<file path="config.mk">
export PLATFORM = sky130hd
export DESIGN_NAME = signed_restoring_divider
export DESIGN_NICKNAME = d
export VERILOG_FILES = /design/src/sv/sdiv_pkg.sv /design/src/sv/signed_restoring_divider.sv /design/src/sv/sdiv_ctrl.sv /design/src/sv/sdiv_dpath.sv
export SDC_FILE = /design/constraint.sdc
export NUM_CORES = 1
export LEC_CHECK = 0
export BUFFER_PORTS_ARGS = -buffer_cell sky130_fd_sc_hd__buf_2
export CAP_MARGIN = 0
export CORE_MARGIN = 1
export CORE_UTILIZATION = 38
export CTS_BUF_LIST = sky130_fd_sc_hd__clkbuf_4
export DETAILED_ROUTE_END_ITERATION = 10
export PLACE_DENSITY_LB_ADDON = 0.2
export SYNTH_ARGS = -nofsm -noshare
export SYNTH_HDL_FRONTEND = slang
export SYNTH_SLANG_ARGS = --single-unit
export TNS_END_PERCENT = 100
</file>
<file path="constraint.sdc">
create_clock -name clk -period 5.6 [get_ports clk]
set_clock_uncertainty 0.05 [all_clocks]
set_input_delay 1.12 -clock clk [delete_from_list [all_inputs] [get_ports clk]]
set_output_delay 1.12 -clock clk [all_outputs]
set_load 0.02 [all_outputs]
</file>
<file path="src/sv/sdiv_pkg.sv">
// Shared types and constants for the signed restoring divider.
package sdiv_pkg;

	localparam int DATA_WIDTH = 32;
	localparam int CNT_W      = $clog2(DATA_WIDTH);

	typedef struct packed {
		logic signed [DATA_WIDTH-1:0] dividend;
		logic signed [DATA_WIDTH-1:0] divisor;
	} in_t;

	typedef struct packed {
		logic signed [DATA_WIDTH-1:0] quotient;
		logic signed [DATA_WIDTH-1:0] remainder;
		logic                         divide_by_zero;
	} out_t;

	// Commands from the controller to the datapath
	typedef struct packed {
		logic load;
		logic step;
		logic finish;
	} cmd_t;

endpackage

</file>
<file path="src/sv/signed_restoring_divider.sv">
// Top level of the signed restoring divider: controller plus datapath.
//
//  channel   direction  handshake             payload
//  in        input      in_valid / in_stall   sdiv_pkg::in_t  (dividend, divisor)
//  out       output     out_valid / out_stall sdiv_pkg::out_t (quotient, remainder, divide_by_zero)
//
// One transaction runs a load, one shift-subtract step per quotient bit through the single
// subtractor, and a fix-up that writes the output register.
// A new transaction is taken while the previous result waits in the output register.
// If the output register is still full and stalled, the fix-up waits for it.
// Reset clears the controller and the output valid; payload registers are not reset.
module signed_restoring_divider (
	input  logic           clk,
	input  logic           arst_n,
	input  logic           in_valid,
	output logic           in_stall,
	input  sdiv_pkg::in_t  in_data,
	output logic           out_valid,
	input  logic           out_stall,
	output sdiv_pkg::out_t out_data
);

	sdiv_pkg::cmd_t cmd;

	sdiv_ctrl u_ctrl (
		.clk       (clk),
		.arst_n    (arst_n),
		.in_valid  (in_valid),
		.in_stall  (in_stall),
		.out_valid (out_valid),
		.out_stall (out_stall),
		.cmd       (cmd)
	);

	sdiv_dpath u_dpath (
		.clk      (clk),
		.cmd      (cmd),
		.in_data  (in_data),
		.out_data (out_data)
	);

endmodule

</file>
<file path="src/sv/sdiv_ctrl.sv">
// Controller state machine for the signed restoring divider.
module sdiv_ctrl (
	input  logic          clk,
	input  logic          arst_n,
	input  logic          in_valid,
	output logic          in_stall,
	output logic          out_valid,
	input  logic          out_stall,
	output sdiv_pkg::cmd_t cmd
);

	localparam logic [1:0] ST_IDLE = 2'd0;
	localparam logic [1:0] ST_BUSY = 2'd1;
	localparam logic [1:0] ST_DONE = 2'd2;

	logic [1:0]               state_q;
	logic [sdiv_pkg::CNT_W-1:0] cnt_q;
	logic                     out_valid_q;
	logic                     out_free;

	assign in_stall  = (state_q != ST_IDLE);
	assign out_valid = out_valid_q;
	assign out_free  = !out_valid_q || !out_stall;

	// Decode commands for the datapath
	always_comb begin
		cmd.load   = (state_q == ST_IDLE) && in_valid;
		cmd.step   = (state_q == ST_BUSY);
		cmd.finish = (state_q == ST_DONE) && out_free;
	end

	// Sequence one transaction: load, one step per quotient bit, then fix up
	always_ff @(posedge clk or negedge arst_n) begin
		if (!arst_n) begin
			state_q     <= ST_IDLE;
			cnt_q       <= '0;
			out_valid_q <= 1'b0;
		end else begin
			case (state_q)
				ST_IDLE: begin
					if (in_valid) begin
						state_q <= ST_BUSY;
						cnt_q   <= sdiv_pkg::CNT_W'(sdiv_pkg::DATA_WIDTH - 1);
					end
				end
				ST_BUSY: begin
					if (cnt_q == '0) begin
						state_q <= ST_DONE;
					end else begin
						cnt_q <= cnt_q - sdiv_pkg::CNT_W'(1);
					end
				end
				ST_DONE: begin
					if (out_free) begin
						state_q <= ST_IDLE;
					end
				end
				default: begin
					state_q <= ST_IDLE;
				end
			endcase

			// Raise valid on a new result, drop it once the transaction is taken
			if (cmd.finish) begin
				out_valid_q <= 1'b1;
			end else if (out_valid_q && !out_stall) begin
				out_valid_q <= 1'b0;
			end
		end
	end

endmodule

</file>
<file path="src/sv/sdiv_dpath.sv">
// Datapath for the signed restoring divider: magnitudes, shift-subtract step, sign fix-up.
module sdiv_dpath (
	input  logic           clk,
	input  sdiv_pkg::cmd_t cmd,
	input  sdiv_pkg::in_t  in_data,
	output sdiv_pkg::out_t out_data
);

	localparam int W = sdiv_pkg::DATA_WIDTH;

	logic [W-1:0] rem_q;
	logic [W-1:0] quo_q;
	logic [W-1:0] den_q;
	logic [W-1:0] dvd_q;
	logic         neg_q;
	logic         aneg_q;
	logic         dbz_q;
	sdiv_pkg::out_t out_q;

	logic [W-1:0] a_mag;
	logic [W-1:0] b_mag;
	logic [W:0]   partial;
	logic [W:0]   trial;
	logic [W-1:0] quo_fix;
	logic [W-1:0] rem_fix;

	// Take magnitudes of the operands
	assign a_mag = in_data.dividend[W-1] ? (W'(0) - W'(in_data.dividend)) : W'(in_data.dividend);
	assign b_mag = in_data.divisor[W-1] ? (W'(0) - W'(in_data.divisor)) : W'(in_data.divisor);

	// Trial subtract of the aligned divisor
	assign partial = {rem_q, quo_q[W-1]};
	assign trial   = partial - {1'b0, den_q};

	// Apply signs to the unsigned results
	assign quo_fix = neg_q ? (W'(0) - quo_q) : quo_q;
	assign rem_fix = aneg_q ? (W'(0) - rem_q) : rem_q;

	always_ff @(posedge clk) begin
		if (cmd.load) begin
			rem_q  <= '0;
			quo_q  <= a_mag;
			den_q  <= b_mag;
			dvd_q  <= in_data.dividend;
			neg_q  <= in_data.dividend[W-1] ^ in_data.divisor[W-1];
			aneg_q <= in_data.dividend[W-1];
			dbz_q  <= (in_data.divisor == '0);
		end else if (cmd.step) begin
			// Keep the difference when no borrow, restore otherwise
			if (!trial[W]) begin
				rem_q <= trial[W-1:0];
				quo_q <= {quo_q[W-2:0], 1'b1};
			end else begin
				rem_q <= partial[W-1:0];
				quo_q <= {quo_q[W-2:0], 1'b0};
			end
		end

		// Capture the finished result, fixed values for a zero divisor
		if (cmd.finish) begin
			if (dbz_q) begin
				out_q.quotient       <= '1;
				out_q.remainder      <= dvd_q;
				out_q.divide_by_zero <= 1'b1;
			end else begin
				out_q.quotient       <= quo_fix;
				out_q.remainder      <= rem_fix;
				out_q.divide_by_zero <= 1'b0;
			end
		end
	end

	assign out_data = out_q;

endmodule

</file>
Word-level counts from Yosys, hierarchy flattened
Cells that the tools add are included.
Operators by class
  equality and inequality tests: 6
  multiplexer cells: 18
  add/subtract/negate cells: 6
  bitwise gates (word level): 1
  divide/modulo/power cells: 0
  shifts and indexed selects: 0
  multiply operators: 0
  reductions and logical operators: 15
  $lt $le $gt $ge: 0
Operators with widths (number)
  $mux 32: 6
  $sub 1x32->32 const A: 4
  $mux 33: 1
  $sub 33x32->33: 1
  $logic_not 32->1: 1
  $mux 31: 1
  $mux 5: 2
  $pmux 5 s2: 1
  $reduce_bool 2->1: 4
  $mux 2: 3
  $pmux 2 s3: 1
  $reduce_and 3->1: 2
  $logic_not 5->1: 1
  $sub 5x1->5 const B: 1
  $ne 2x1->1 const B: 2
  $ne 2x2->1 const B: 2
  $logic_and 1x1->1: 3
  $mux 1: 3
  $eq 2x1->1 const B: 1
  $eq 2x2->1 const B: 1
  $logic_not 1->1: 2
  $logic_not 2->1: 1
  $logic_or 1x1->1: 1
  $xor 1x1->1: 1
Storage, ports and cells
  memories kept: 0
  register bits after elaboration: 204
  logic and storage cells: 60
  bits of input ports: 68
  bits in read-only memories: 0
  bits in writable memories: 0
  bits in latches: 0

Logic depth before layout (Yosys ltp)
  depth after elaboration: 4
  mapped depth: 14

Cells and area by module
From an unflattened synthesis, not the netlist that was laid out.
Unflattened totals
  cell total of the unflattened synthesis: 1212
  area total of the unflattened synthesis: 11956.5 µm²
By module, submodules not included
  sdiv_dpath: cells an instance 1172, area an instance 11551.1 µm², times used 1, sequential area each 5535.3 µm²
  sdiv_ctrl: cells an instance 40, area an instance 405.4 µm², times used 1, sequential area each 200.2 µm²

Worst setup path before layout
OpenSTA, ideal clock, no wires.
  kind: input to register
  from: input out_stall
  to: register u_dpath.out_q, in the netlist u_dpath.out_data[0] (enable)
  setup time: 510 ps
  path slack: 828 ps
  arrival: 4213 ps
  stages on the path: 1
  cells stage by stage: a21oi_1
On the way
  word-level cells in the longest chain between the ends: 3
Ends and longest elaborated chain
  start, declared: line signed_restoring_divider.sv:19  | input logic out_stall,
  $logic_not 1->1: line sdiv_ctrl.sv:23  | assign out_free = !out_valid_q || !out_stall;
  $logic_or 1x1->1: line sdiv_ctrl.sv:23
  $logic_and 1x1->1: line sdiv_ctrl.sv:29  | cmd.finish = (state_q == ST_DONE) && out_free;
  end, declared: line sdiv_dpath.sv:18  | sdiv_pkg::out_t out_q;
Every way passes these cells.
A chain may end at the register's enable or synchronous reset.

Final worst setup path
  from: register u_dpath.quo_q[31]
  to: register u_dpath.rem_q[0]
On the way
  word-level cells in the longest chain between the ends: 2
Ends and longest elaborated chain
  start, declared: line sdiv_dpath.sv:12  | logic [W-1:0] quo_q;
  start signal, assigned: line sdiv_dpath.sv:42  | quo_q <= a_mag;
  start signal, assigned: line sdiv_dpath.sv:52  | quo_q <= {quo_q[W-2:0], 1'b1};
  start signal, assigned: line sdiv_dpath.sv:55  | quo_q <= {quo_q[W-2:0], 1'b0};
  $sub 33x32->33: line sdiv_dpath.sv:33  | assign trial = partial - {1'b0, den_q};
  $mux 32 (*): line sdiv_dpath.sv:50  | if (!trial[W]) begin
  end signal, assigned: line sdiv_dpath.sv:51  | rem_q <= trial[W-1:0];
  end signal, assigned: line sdiv_dpath.sv:54  | rem_q <= partial[W-1:0];
  end, declared: line sdiv_dpath.sv:11  | logic [W-1:0] rem_q;
Every way passes the cells marked *; elsewhere a longest branch is shown, timed or not.

==> results.yml <==
drt:
  ant_nets: 0
  via_per_inst: 5.211
  vias: 9202
  routed_wl_um: 28250
  drc: 0
  drt_pass1_iterations: 5
  wl_per_cell_um: 15.99
  drt_iter0_markers: 477
critical_path:
  critical_path.startpoint: "u_dpath.quo_q[31]"
  critPathLaunchType: "register"
  cp.required_ns: 6.14
  cp_max_fo: 38
  worst-setup-path-type: "reg2reg"
  r2r_cells: 13
  worst_r2r_endpoint: "u_dpath.rem_q[0]"
  arrival_ns: 4.40
  rrSetupSlack_ns: 1.74
  r2r-start: "u_dpath.quo_q[31]"
  worstSetupEndpointType: "register"
layout:
  nNetsFinal: 1437
  finalNonFillerCells: 1766
  fin_area_um2: 13490
  syn2layout_area_growth_pct: 15.32
  drive_gt1_frac: 0.1855
logic_synthesis:
  netlist_instances: 1178
  yosys_warnings: 0
  ys_top_cells_by_area: "edfxtp_1, o21ai_0, xor2_1"
  synth_edf_count: 163
  synth_cell_type_count: 61
  yosys_register_bits: 203
  synth_flop_cell: "edfxtp_1"
  synth_nets: 1285
  yosysSeqAreaShare: 0.4903
  avgSynthCellArea_um2: 9.931
  synth_top_area_cell: "edfxtp_1"
  synth_top_area_share: 0.4184
  synthArstFlopShare: 0.03941
  syn_area_um2: 11700
flow_run:
  cap_viol_max_count: 0
place:
  gp_congestion: 0.8408
  place_area_um2: 12730
  port_buffers: 134
  dpl.hpwl_um: 20710
  dp_cells: 1661
timing:
  finalCritPeriodShare: 0.6898
  hold_viol_final: 0
  tightest_slew_ns: 1.083
  finalSetupTns_ns: 0
  slew_violations: 0
  rsz0062_at_grt: "no"
  max_slew_margin: 0.2783
  setup_viol: 0
  period_needed_ns: 3.863
  fmax_ghz: 0.2589
global_routing:
  grt_pass1_wl_um: 46330
  track_usage: 0.1855
  grt_util_met1: 0.2400
  grt_max_degree: 77
  busiest_layer: "met2"
  use_met2: 0.3109
  antenna_found_initial: 1
  use_met3: 0.03556
  grt_pass1_vias: 9264
  grt-ovfl-total: 0
clock_network:
  cts_tree: "built"
  cts_setup_buffers: 0
  clkTransAtPathRegs_ns: 0.06
  cts_sinks: 203
  cts_root_buf: "clkbuf_4"
  cts_resized: 0
  clkLatencyLatePin_ns: 0.70
  cts_buffer_depth: 3
  numCtsBuffers: 57
  cts_hold_buffers: 0
  h-tree-depth: 2
pwr:
  comb_power_share: 0.424
  power_w: 0.006932
  ir_worst_vdd_uv: 279.2
  p_clk_frac: 0.201
  p_sw_w: 0.002780
  power_density_nw_per_um2: 513.8
  p_sw_frac: 0.4010
  power_frac_seq: 0.375
  cellInternalPower_w: 0.004152
  leakage_nw: 5.358
run_status:
  status: "finished clean"
die:
  die-area_um2: 31490
  die_w_um: 177.5
  pin_count: 135
  num_rows: 63
  start_util: 0.3906
  core-area_um2: 29950
  dieHeight_um: 177.5
min_path:
  hp-class: "in2async"
==> sequential cells by signal (all words and copies together) (netlist names) <==
name and count:
u_dpath.out_data 65, u_dpath.den_q 32, u_dpath.quo_q 32, u_dpath.rem_q 32, u_dpath.dvd_q 31, u_ctrl.cnt_q 5
u_ctrl.state_q 2, u_ctrl.out_valid 1, u_dpath.aneg_q 1, u_dpath.dbz_q 1, u_dpath.neg_q 1
==> cells by family (layout without fill, tap and decap cells) <==
group / count (synthesis) / count (layout) / synth area share
xor+xnor: 139 / 139 / 0.1041
other cells: 0 / 1 / 0
simple gates: 358 / 358 / 0.1467
buf+inv: 105 / 302 / 0.03626
fa+ha+maj: 39 / 39 / 0.04235
flops: 203 / 203 / 0.4903
compound gates: 303 / 303 / 0.1537
mux: 31 / 31 / 0.02663
==> worst max path at each step <==
| stage | end | slack, ns |
|---|---|---|
| 2_1_floorplan | u_dpath.out_data[0] | 0.83 |
| 3_3_place_gp | u_dpath.quo_q[26] | 1.56 |
| 3_5_place_dp | u_dpath.quo_q[26] | 1.51 |
| 4_1_cts | u_dpath.rem_q[0] | 1.72 |
| 5_1_grt | u_dpath.rem_q[0] | 1.46 |
| 6_report | u_dpath.rem_q[0] | 1.74 |
==> synthesized netlist by cell type, types with 3 or more instances <==
cell type	number
nand4_1	6
o21ai_1	3
and3_1	8
xnor2_1	56
buf_2	4
or4_4	3
a211oi_1	4
nor3_1	19
nand2_1	179
nand4b_1	3
o41ai_1	18
or3_1	24
o21bai_1	6
or4_1	14
nand2b_1	12
clkbuf_1	41
dfrtp_1	8
mux2i_1	30
ha_1	38
o211ai_1	4
nor4_1	6
edfxtp_1	163
o21a_1	4
nor2b_1	8
o31ai_1	32
o22ai_1	3
a21oi_1	56
inv_1	54
a21o_1	12
nand3_1	21
nor2_1	36
dfxtp_1	32
xor2_1	83
or2_2	6
o21ai_0	148
nand3b_1	4
==> area by class of cell <==
type,instances,area [µm²]
clock buffers,88,660.6
diodes,1,2.502
inverters,55,206.4
multi-input cells,870,5560
well taps,390,488.0
flip-flops and latches,203,5736
clock inverters,16,98.84
fillers,2994,16460
repair buffers,143,738.2
==> worst max-delay path, stage by stage (launching register included) <==
cell and delay (ns):
edfxtp_1 0.35, inv_1 0.23, ha_1 0.25, fa_1 0.18, nand2b_1 0.16, a21oi_1 0.12
o21ai_1 0.32, a21oi_1 0.14, nor3_1 0.55, o31ai_1 0.21, xnor2_2 0.15, buf_4 0.48
mux2_2 0.39, o21ai_0 0.13
==> power groups by stage <==
stage	sequential, W	clock, W	combinational [W]
finish	0.00260	0.00139	0.00294
global route	0.00266	0.00153	0.00336
CTS	0.00260	0.00145	0.00297
detailed placement	0.00263	0	0.00295
global placement	0.00262	0	0.00291
floorplan	0.00247	0	0.00233
==> through the flow <==
stage               setup slack (ns)  utilization  hold slack, ns
global route                   1.462       0.4504          0.1908
finish                         1.737       0.4504          0.2431
floorplan                     0.8277            -          0.3938
detailed placement             1.513       0.4249          0.4391
global placement               1.561       0.4249          0.4388
CTS                            1.722       0.4503          0.1954
==> layer usage <==
layer	vias to the layer above	part of all wire
met4	0	0.020
met2	211	0.48
met5	-	0
met3	41	0.047
met1	4329	0.45
li1	4621	-
==> layout by cell type, fill, tap and decap left out, types with 9 or more instances in the layout <==
| cell type | synthesis | final |
|---|---|---|
| xor2_1 | 83 | 83 |
| inv_1 | 54 | 54 |
| o21ai_0 | 148 | 148 |
| mux2i_1 | 30 | 30 |
| clkinv_1 | 1 | 10 |
| ha_1 | 38 | 38 |
| nor3_1 | 19 | 19 |
| nand2_1 | 179 | 178 |
| xnor2_1 | 56 | 55 |
| nand3_1 | 21 | 21 |
| buf_4 | 0 | 9 |
| o31ai_1 | 32 | 32 |
| clkbuf_4 | 0 | 88 |
| buf_2 | 4 | 134 |
| or4_1 | 14 | 14 |
| nor2_1 | 36 | 36 |
| a21o_1 | 12 | 12 |
| edfxtp_1 | 163 | 163 |
| o41ai_1 | 18 | 18 |
| nand2b_1 | 12 | 12 |
| dfxtp_1 | 32 | 32 |
| a21oi_1 | 56 | 55 |
| or3_1 | 24 | 24 |
Power figures use the tool's default switching activity.
